===== src/rtl/thhc_pkg.sv =====
`default_nettype none
package thhc_pkg;

  // Configuration register indexes
  localparam logic [2:0] REG_ROOM_OVERHEAT_TEMP       = 3'd0;
  localparam logic [2:0] REG_ROOM_OVERHEAT_CLEAR_TEMP = 3'd1;
  localparam logic [2:0] REG_TANK_TRIP_TEMP           = 3'd2;
  localparam logic [2:0] REG_LOW_WATER_RECOVER_TICKS  = 3'd3;
  localparam logic [2:0] REG_OVERHEAT_CONFIRM_TICKS   = 3'd4;

  localparam int CFG_INDEX_W = 3;
  localparam int CFG_DATA_W  = 8;

  // Register reset values
  localparam logic [7:0] RST_ROOM_OVERHEAT_TEMP       = 8'd50;
  localparam logic [7:0] RST_ROOM_OVERHEAT_CLEAR_TEMP = 8'd45;
  localparam logic [7:0] RST_TANK_TRIP_TEMP           = 8'd98;
  localparam logic [7:0] RST_LOW_WATER_RECOVER_TICKS  = 8'd100;
  localparam logic [7:0] RST_OVERHEAT_CONFIRM_TICKS   = 8'd30;

  // Altitude codes
  localparam logic [1:0] ALT_HIGH  = 2'd0;
  localparam logic [1:0] ALT_MID   = 2'd1;
  localparam logic [1:0] ALT_LOW   = 2'd2;
  localparam logic [1:0] ALT_OTHER = 2'd3;

  // Thermostat temperatures
  localparam logic [7:0] OFF_HIGH      = 8'd93;
  localparam logic [7:0] OFF_MID       = 8'd90;
  localparam logic [7:0] OFF_LOW       = 8'd86;
  localparam logic [7:0] ON_NO_USE     = 8'd65;
  localparam logic [7:0] ON_SLEEP_HIGH = 8'd80;
  localparam logic [7:0] ON_SLEEP_MID  = 8'd77;
  localparam logic [7:0] ON_SLEEP_LOW  = 8'd75;
  localparam logic [7:0] ON_NORM_HIGH  = 8'd88;
  localparam logic [7:0] ON_NORM_MID   = 8'd85;
  localparam logic [7:0] ON_NORM_LOW   = 8'd81;

  // Inhibit mask bit positions
  localparam int INH_FIRST_FILL = 0;
  localparam int INH_DISABLED   = 1;
  localparam int INH_FAULT      = 2;
  localparam int INH_LOW_WATER  = 3;
  localparam int INH_OVERHEAT   = 4;
  localparam int INH_SAFETY     = 5;

  typedef struct packed {
    logic       control_enable;
    logic [1:0] altitude_mode;
    logic       no_use_saving;
    logic       sleep_mode;
    logic [7:0] hot_tank_temp;
    logic [7:0] room_temp;
    logic       room_sensor_fault;
    logic [6:0] fault_flags;
    logic       room_water_short;
    logic       first_fill_done;
    logic       hot_enabled;
    logic       compressor_stable;
  } thhc_in_t;

  typedef struct packed {
    logic       heater_on;
    logic       heating_demand;
    logic [5:0] inhibit_mask;
  } thhc_out_t;

  typedef struct packed {
    logic [7:0] room_overheat_temp;
    logic [7:0] room_overheat_clear_temp;
    logic [7:0] tank_trip_temp;
    logic [7:0] low_water_recover_ticks;
    logic [7:0] overheat_confirm_ticks;
  } thhc_cfg_t;

  typedef struct packed {
    logic       demand_flag;
    logic       low_water_latch;
    logic [7:0] recover_count;
    logic       overheat_latch;
    logic [7:0] overheat_count;
    logic       safety_latch;
    logic       drive_latch;
    logic [2:0] gate_bits;
  } thhc_state_t;

  function automatic logic [7:0] off_temp(input logic [1:0] alt);
    logic [7:0] t;
    case (alt)
      ALT_HIGH:  t = OFF_HIGH;
      ALT_MID:   t = OFF_MID;
      ALT_LOW:   t = OFF_LOW;
      ALT_OTHER: t = OFF_HIGH;
      default:   t = OFF_HIGH;
    endcase
    return t;
  endfunction

  function automatic logic [7:0] on_temp(input logic [1:0] alt, input logic no_use,
                                         input logic sleep);
    logic [7:0] t;
    if (no_use) begin
      t = ON_NO_USE;
    end else if (sleep) begin
      case (alt)
        ALT_MID: t = ON_SLEEP_MID;
        ALT_LOW: t = ON_SLEEP_LOW;
        default: t = ON_SLEEP_HIGH;
      endcase
    end else begin
      case (alt)
        ALT_MID: t = ON_NORM_MID;
        ALT_LOW: t = ON_NORM_LOW;
        default: t = ON_NORM_HIGH;
      endcase
    end
    return t;
  endfunction

  function automatic logic [5:0] mask_of(input thhc_state_t s);
    logic [5:0] m;
    m = '0;
    m[INH_FIRST_FILL] = s.gate_bits[INH_FIRST_FILL];
    m[INH_DISABLED]   = s.gate_bits[INH_DISABLED];
    m[INH_FAULT]      = s.gate_bits[INH_FAULT];
    m[INH_LOW_WATER]  = s.low_water_latch;
    m[INH_OVERHEAT]   = s.overheat_latch;
    m[INH_SAFETY]     = s.safety_latch;
    return m;
  endfunction

endpackage
`default_nettype wire


===== src/rtl/thhc_in_if.sv =====
`default_nettype none
interface thhc_in_if;
  import thhc_pkg::*;
  logic     valid;
  logic     ready;
  thhc_in_t payload;

  modport source (output valid, output payload, input ready);
  modport sink (input valid, input payload, output ready);
endinterface
`default_nettype wire


===== src/rtl/thhc_out_if.sv =====
`default_nettype none
interface thhc_out_if;
  import thhc_pkg::*;
  logic      valid;
  logic      ready;
  thhc_out_t payload;

  modport source (output valid, output payload, input ready);
  modport sink (input valid, input payload, output ready);
endinterface
`default_nettype wire


===== src/rtl/thhc_cfg.sv =====
`default_nettype none
module thhc_cfg (
  input  wire logic                            clk,
  input  wire logic                            rst,
  input  wire logic                            cfg_we,
  input  wire logic [thhc_pkg::CFG_INDEX_W-1:0] cfg_index,
  input  wire logic [thhc_pkg::CFG_DATA_W-1:0]  cfg_data,
  output thhc_pkg::thhc_cfg_t                  cfg
);
  import thhc_pkg::*;

  always_ff @(posedge clk) begin
    if (rst) begin
      cfg.room_overheat_temp       <= RST_ROOM_OVERHEAT_TEMP;
      cfg.room_overheat_clear_temp <= RST_ROOM_OVERHEAT_CLEAR_TEMP;
      cfg.tank_trip_temp           <= RST_TANK_TRIP_TEMP;
      cfg.low_water_recover_ticks  <= RST_LOW_WATER_RECOVER_TICKS;
      cfg.overheat_confirm_ticks   <= RST_OVERHEAT_CONFIRM_TICKS;
    end else if (cfg_we) begin
      case (cfg_index)
        REG_ROOM_OVERHEAT_TEMP:       cfg.room_overheat_temp       <= cfg_data;
        REG_ROOM_OVERHEAT_CLEAR_TEMP: cfg.room_overheat_clear_temp <= cfg_data;
        REG_TANK_TRIP_TEMP:           cfg.tank_trip_temp           <= cfg_data;
        REG_LOW_WATER_RECOVER_TICKS:  cfg.low_water_recover_ticks  <= cfg_data;
        REG_OVERHEAT_CONFIRM_TICKS:   cfg.overheat_confirm_ticks   <= cfg_data;
        default: ;  // drop writes beyond the register list
      endcase
    end
  end
endmodule
`default_nettype wire


===== src/rtl/thhc_calc.sv =====
`default_nettype none
module thhc_calc (
  input  wire thhc_pkg::thhc_in_t    item,
  input  wire thhc_pkg::thhc_cfg_t   cfg,
  input  wire thhc_pkg::thhc_state_t st,
  output thhc_pkg::thhc_state_t      st_next,
  output thhc_pkg::thhc_out_t        res
);
  import thhc_pkg::*;

  logic [7:0] off_t;
  logic [7:0] on_t;
  logic [7:0] recover_inc;
  logic [7:0] overheat_inc;

  assign off_t        = off_temp(item.altitude_mode);
  assign on_t         = on_temp(item.altitude_mode, item.no_use_saving, item.sleep_mode);
  assign recover_inc  = st.recover_count + 8'd1;
  assign overheat_inc = st.overheat_count + 8'd1;

  always_comb begin
    st_next = st;
    if (item.control_enable) begin
      // Thermostat hysteresis
      if (item.hot_tank_temp >= off_t) begin
        st_next.demand_flag = 1'b0;
      end else if (item.hot_tank_temp <= on_t) begin
        st_next.demand_flag = 1'b1;
      end

      st_next.gate_bits[INH_FIRST_FILL] = ~item.first_fill_done;
      st_next.gate_bits[INH_DISABLED]   = ~item.hot_enabled;
      st_next.gate_bits[INH_FAULT]      = |item.fault_flags;

      // Low water latch with recovery delay
      if (item.room_water_short) begin
        st_next.recover_count   = '0;
        st_next.low_water_latch = 1'b1;
      end else if (st.low_water_latch) begin
        st_next.recover_count = recover_inc;
        if (recover_inc >= cfg.low_water_recover_ticks) begin
          st_next.recover_count   = '0;
          st_next.low_water_latch = 1'b0;
        end
      end else begin
        st_next.recover_count = '0;
      end

      // Room overheat confirm and clear
      if (item.room_sensor_fault) begin
        st_next.overheat_latch = 1'b0;
        st_next.overheat_count = '0;
      end else if (item.room_temp >= cfg.room_overheat_temp) begin
        st_next.overheat_count = overheat_inc;
        if (overheat_inc >= cfg.overheat_confirm_ticks) begin
          st_next.overheat_count = cfg.overheat_confirm_ticks;
          st_next.overheat_latch = 1'b1;
        end
      end else if (st.overheat_latch) begin
        if (item.room_temp <= cfg.room_overheat_clear_temp) begin
          st_next.overheat_latch = 1'b0;
        end
      end else begin
        st_next.overheat_count = '0;
      end

      st_next.safety_latch = (item.hot_tank_temp >= cfg.tank_trip_temp);

      // Heater drive: off on inhibit or no demand, hold while compressor settles
      if (mask_of(st_next) != '0) begin
        st_next.drive_latch = 1'b0;
      end else if (st_next.demand_flag) begin
        if (item.compressor_stable) begin
          st_next.drive_latch = 1'b1;
        end
      end else begin
        st_next.drive_latch = 1'b0;
      end
    end

    res.heater_on      = st_next.drive_latch;
    res.heating_demand = st_next.demand_flag;
    res.inhibit_mask   = mask_of(st_next);
  end
endmodule
`default_nettype wire


===== src/rtl/tank_heater_hysteresis_control_core.sv =====
`default_nettype none
// Tank heater hysteresis control core.
// An accepted transaction passes through the input stage register and then the
// result register, from which it shows on out_ch; a stall on out_ch holds it there.
// One transaction per cycle while out_ch is not stalled; the control state loop closes
// through the update logic between the input register and the result register.
// Reset (rst, synchronous, active high): empties both stages, clears all control
// state and loads the configuration registers with their default values.
module tank_heater_hysteresis_control_core (
  input  wire logic                             clk,
  input  wire logic                             rst,
  thhc_in_if.sink                               in_ch,
  thhc_out_if.source                            out_ch,
  input  wire logic                             cfg_we,
  input  wire logic [thhc_pkg::CFG_INDEX_W-1:0] cfg_index,
  input  wire logic [thhc_pkg::CFG_DATA_W-1:0]  cfg_data
);
  import thhc_pkg::*;

  thhc_cfg_t   cfg;
  thhc_state_t st;
  thhc_state_t st_next;
  thhc_out_t   res;

  // Input stage register
  logic        s1_valid;
  thhc_in_t    s1_item;

  // Result register
  logic        out_valid;
  thhc_out_t   out_res;

  logic        advance;
  logic        in_ready;

  // Advance whenever the result register is empty or being drained this cycle.
  assign advance  = ~out_valid | out_ch.ready;
  // Take a new transaction whenever the input stage is empty or moves forward.
  assign in_ready = ~s1_valid | advance;

  assign in_ch.ready    = in_ready;
  assign out_ch.valid   = out_valid;
  assign out_ch.payload = out_res;

  thhc_cfg u_cfg (
    .clk       (clk),
    .rst       (rst),
    .cfg_we    (cfg_we),
    .cfg_index (cfg_index),
    .cfg_data  (cfg_data),
    .cfg       (cfg)
  );

  // State update and result formation for the item in the input stage.
  thhc_calc u_calc (
    .item    (s1_item),
    .cfg     (cfg),
    .st      (st),
    .st_next (st_next),
    .res     (res)
  );

  always_ff @(posedge clk) begin
    if (rst) begin
      s1_valid  <= 1'b0;
      out_valid <= 1'b0;
      st        <= '0;
    end else begin
      if (in_ready) begin
        s1_valid <= in_ch.valid;
      end
      if (advance) begin
        out_valid <= s1_valid;
        // Commit state only when the item actually moves into the result register.
        if (s1_valid) begin
          st <= st_next;
        end
      end
    end
  end

  // Payload registers, no reset needed.
  always_ff @(posedge clk) begin
    if (in_ready && in_ch.valid) begin
      s1_item <= in_ch.payload;
    end
    if (advance && s1_valid) begin
      out_res <= res;
    end
  end
endmodule
`default_nettype wire


===== src/flat_wrapper.sv =====
// flat-port wrapper written by rule: the top's interface ports become plain ports
module tank_heater_hysteresis_control_core_flat import thhc_pkg::*;
  (clk, rst, cfg_we, cfg_index, cfg_data, in_ch_valid, in_ch_payload, in_ch_ready, out_ch_valid, out_ch_payload, out_ch_ready);
  thhc_in_if in_ch_i ();
  thhc_out_if out_ch_i ();
  input  wire logic clk;
  input  wire logic rst;
  input  wire logic cfg_we;
  input  wire logic [thhc_pkg::CFG_INDEX_W-1:0] cfg_index;
  input  wire logic [thhc_pkg::CFG_DATA_W-1:0] cfg_data;
  input wire logic [$bits(in_ch_i.valid)-1:0] in_ch_valid;
  input wire logic [$bits(in_ch_i.payload)-1:0] in_ch_payload;
  output wire logic [$bits(in_ch_i.ready)-1:0] in_ch_ready;
  output wire logic [$bits(out_ch_i.valid)-1:0] out_ch_valid;
  output wire logic [$bits(out_ch_i.payload)-1:0] out_ch_payload;
  input wire logic [$bits(out_ch_i.ready)-1:0] out_ch_ready;
  assign in_ch_i.valid = in_ch_valid;
  assign in_ch_i.payload = in_ch_payload;
  assign in_ch_ready = in_ch_i.ready;
  assign out_ch_valid = out_ch_i.valid;
  assign out_ch_payload = out_ch_i.payload;
  assign out_ch_i.ready = out_ch_ready;
  tank_heater_hysteresis_control_core u_core (.clk(clk), .rst(rst), .in_ch(in_ch_i), .out_ch(out_ch_i), .cfg_we(cfg_we), .cfg_index(cfg_index), .cfg_data(cfg_data));
endmodule

===== config.mk =====
export PLATFORM = sky130hd
export DESIGN_NAME = tank_heater_hysteresis_control_core_flat
export DESIGN_NICKNAME = d
export VERILOG_FILES = /design/src/rtl/thhc_pkg.sv /design/src/rtl/thhc_in_if.sv /design/src/rtl/thhc_out_if.sv /design/src/rtl/thhc_cfg.sv /design/src/rtl/thhc_calc.sv /design/src/rtl/tank_heater_hysteresis_control_core.sv /design/src/flat_wrapper.sv
export SDC_FILE = /design/constraint.sdc
export NUM_CORES = 1
export LEC_CHECK = 0
export BUFFER_PORTS_ARGS = -buffer_cell sky130_fd_sc_hd__buf_2
export CAP_MARGIN = 20
export CORE_UTILIZATION = 59
export DETAILED_ROUTE_END_ITERATION = 16
export PLACE_DENSITY = 0.91
export RECOVER_POWER = 50
export SYNTH_ARGS = -nofsm -noshare
export SYNTH_HDL_FRONTEND = slang
export SYNTH_SLANG_ARGS = --single-unit

===== constraint.sdc =====
create_clock -name clk -period 3.9 [get_ports clk]
set_input_delay 0.39 -clock clk [delete_from_list [all_inputs] [get_ports clk]]
set_output_delay 0.39 -clock clk [all_outputs]
set_load 0.05 [all_outputs]

==> results.md <==
* Hold Crit Start: in_ch_payload[28]
* Vias in the first global route at 4359
* Post-CTS Setup Repair Bufs at 0
* Clock transition at path regs at 0.11 ns
* Post-Synthesis Net Count at 669
* Most frequent cell on the critical path: ha_1
* Final WL at 11700 um
* Warnings, synthesis at 0
* Total die area at 9650 um^2
* CTS Sinks at 107
* GRT Max-Usage Layer: met2
* Outcome: complete, but fails checks
* First-pass GRT wire length at 19900 um
* Top cells by count, synth: nand2_1 (82), dfxtp_1 (66), ha_1 (56)
* Final Hold Viols at 0
* Skew final at 0.0116 ns
* Top FF cell, synth: dfxtp_1
* FP Rows at 34
* Cell family with most CP delay: simple AND/OR/NAND/NOR gates
* Largest net degree at the start of global routing at 63
* VDD IR max at 221 uV
* Met1 global-route usage at 31.5%
* Flops & latches, synth at 107
* CP max stage delay at 0.44 ns
* Drt first-iter violations at 297
* Most frequent cell after synthesis: nand2_1
* Cell Chain, Critical Path: ha_1 > nand3_1 > and2_1 > or2_2 > ha_1 > or4_1 > a21oi_2 > o31ai_2 > buf_4 > o21bai_1 > a21oi_1 > mux2_2
* Worst-Margin Slew at 2.66 ns
* Hold crit path type: input port to register
* Slowest stage cell, crit path: dfxtp_1
* Post-synth EDFFs at 41
* Max Cap Viol at 1
* Initial antenna violation count at 0
* Yosys cell types at 59
* Cells after synthesis at 564
* Largest cells by area after synthesis: dfxtp_1 (24%), edfxtp_1 (23%), ha_1 (13%), nand2_1 (5.6%), a21oi_1 (4.1%)
* Io pins at 59
* Global placement routability congestion at 0.906
* Clk root buf: clkbuf_8
* Post-route setup slack at 0.700 ns
* Fmax at 0.312 GHz
* Critical path type: register to register
* P per Cell Area at 346 nW/um^2
* CTS Hold Bufs at 0
* Clock tree buffer depth at 2
* Die height at 98.3 um
* Max transition margin at -77.0%
* Top-area cell type share of the netlist area at 24.2%
* Final Setup Violations at 0
* Fraction of registers with async set/reset at 0%
* Layout Nets at 723
* First-pass DRT Iterations at 7
* PortBufs at 58
* Syn avg cell area at 9.69 um^2
* Dpl cells at 715
* TritonCTS clock tree: done
* Sum of buffers and inverters on the critical path at 1
* Startpoint types: register
* P_leak at 2.55 nW
* Post-detail-place hpwl at 8510 um
* R2r startpoint: u_core.st[5]
* Core Region at 8850 um^2
* Layout cell share with drive strength beyond 1 at 13.6%
* CP Capture Type: register
* Post-Place Worst Slack at 0.754 ns
* Number of remaining DRC errors at 0
* Mapped cell area at 5470 um^2
* Slew Limit Fails at 63
* Non-Filler Instances at 731
* DR WL/cell at 16.0 um
* Die W at 98.3 um
* Synth area leader: dfxtp_1
* RSZ-0062 raised after global routing: false
* Failing checks: max-capacitance violations, max-slew violations
* Starting Density at 61.8%
* Final period util at 82.1%
* Syn-to-layout area delta at 9.77%
* TritonCTS Buffers at 9
* Vias/cell at 5.95
* CP Data Required Time at 4.03 ns
* ANT cells at 0
* Min Tclk post-route at 3.20 ns
* Clk_lat worst skew at 0.37 ns
* CTS resizes at 0
* Crit path arrival time at 3.33 ns
* Gr usage total at 25.9%
* GR Util met3 at 4.22%
* Register area share after synthesis at 46.7%
* Routed vias at 4349
* CP max FO at 13
* CP Launch Point: u_core.st[5]
* Htree depth at 3
* Antenna Nets Post-Route at 0
* TNS Setup at 0 ns
* Total grt overflow at 0
* M2 GR Usage at 44.2%
==> final cells by class <==
cell class              count  area (um^2)
clock buffers              10          128
clock inverters             6         50.0
fillers                   667         2850
inverters                  46          173
multi-input cells         393         2660
flip-flops and latches    107         2550
well taps                 108          135
repair buffers             61          302
==> per-stage QoR <==
stage | hold WS, ns | total power, mW | cell area (um^2) | utilization, %
after detailed placement | 0.446 | 1.47 | 5830 | 65.9
after floorplan | 0.436 | 1.39 | 5470 | -
after CTS | 0.173 | 2.08 | 6010 | 67.9
after global placement | 0.444 | 1.45 | 5830 | 65.9
final | 0.186 | 2.08 | 6000 | 67.8
after global routing | 0.162 | 2.16 | 6000 | 67.8
==> final timing paths <==
check / endpoint / slack (ns) / cells after the start
setup / recovery: u_core.out_ch.payload[4] / 0.70 / 12
hold / removal: u_core.s1_item[28] / 0.19 / 1
setup reg to reg: u_core.out_ch.payload[4] / 0.70 / 12
hold reg to reg: u_core.u_cfg.cfg[6] / 0.46 / 2
==> cell usage in the layout (no fill, tap or decap), drive strengths merged, types with 3 or more instances in the layout <==
cell	instances
or2	8
a211o	8
nor3	4
and2	5
nand3	14
o21ai	6
a211oi	6
nand4	10
edfxtp	41
clkbuf	17
mux2i	11
a21oi	47
or4	3
or3	4
nor2	43
xnor2	4
buf	54
o211ai	3
nor2b	12
xor2	4
ha	56
a221o	5
a21o	4
nand3b	13
nand2b	8
inv	48
o2bb2ai	3
dfxtp	66
o21a	3
a41o	3
and3	3
nand2	82
==> cell families after synthesis <==
| group | after synthesis | synth area share, % |
|---|---|---|
| and+or+nand+nor | 212 | 18.9 |
| DFF | 107 | 46.7 |
| AOI/OAI and AO/OA | 104 | 13.3 |
| buffers and inverters | 64 | 4.62 |
| adders and majority gates | 56 | 12.8 |
| muxes | 13 | 2.43 |
| xor gates and xnor gates | 8 | 1.28 |
==> power breakdown <==
| part | leakage [nW] | total (mW) | switching [mW] | internal [mW] |
|---|---|---|---|---|
| Clock | 0.0835 | 0.627 | 0.387 | 0.240 |
| Combinational | 1.53 | 0.219 | 0.136 | 0.0836 |
| Sequential | 0.934 | 1.23 | 0.0268 | 1.20 |
| Total | 2.55 | 2.08 | 0.550 | 1.53 |
==> routing by layer <==
metal  share of wire [%]  vias up  wire (um)
li1                    -     2091          -
met1                  42     2053       4910
met2                  50      165       5860
met3                 4.9       40        569
met4                 3.0        0        349
met5                   0        -          0
==> registers in the layout (all words and copies together), names as in the netlist <==
signal	flops
u_core.out_ch.payload	8
u_core.out_ch.valid	1
u_core.st	24
u_core.s1_item	33
u_core.u_cfg.cfg	40
u_core.s1_valid	1
(Power assumes the default switching activity.)
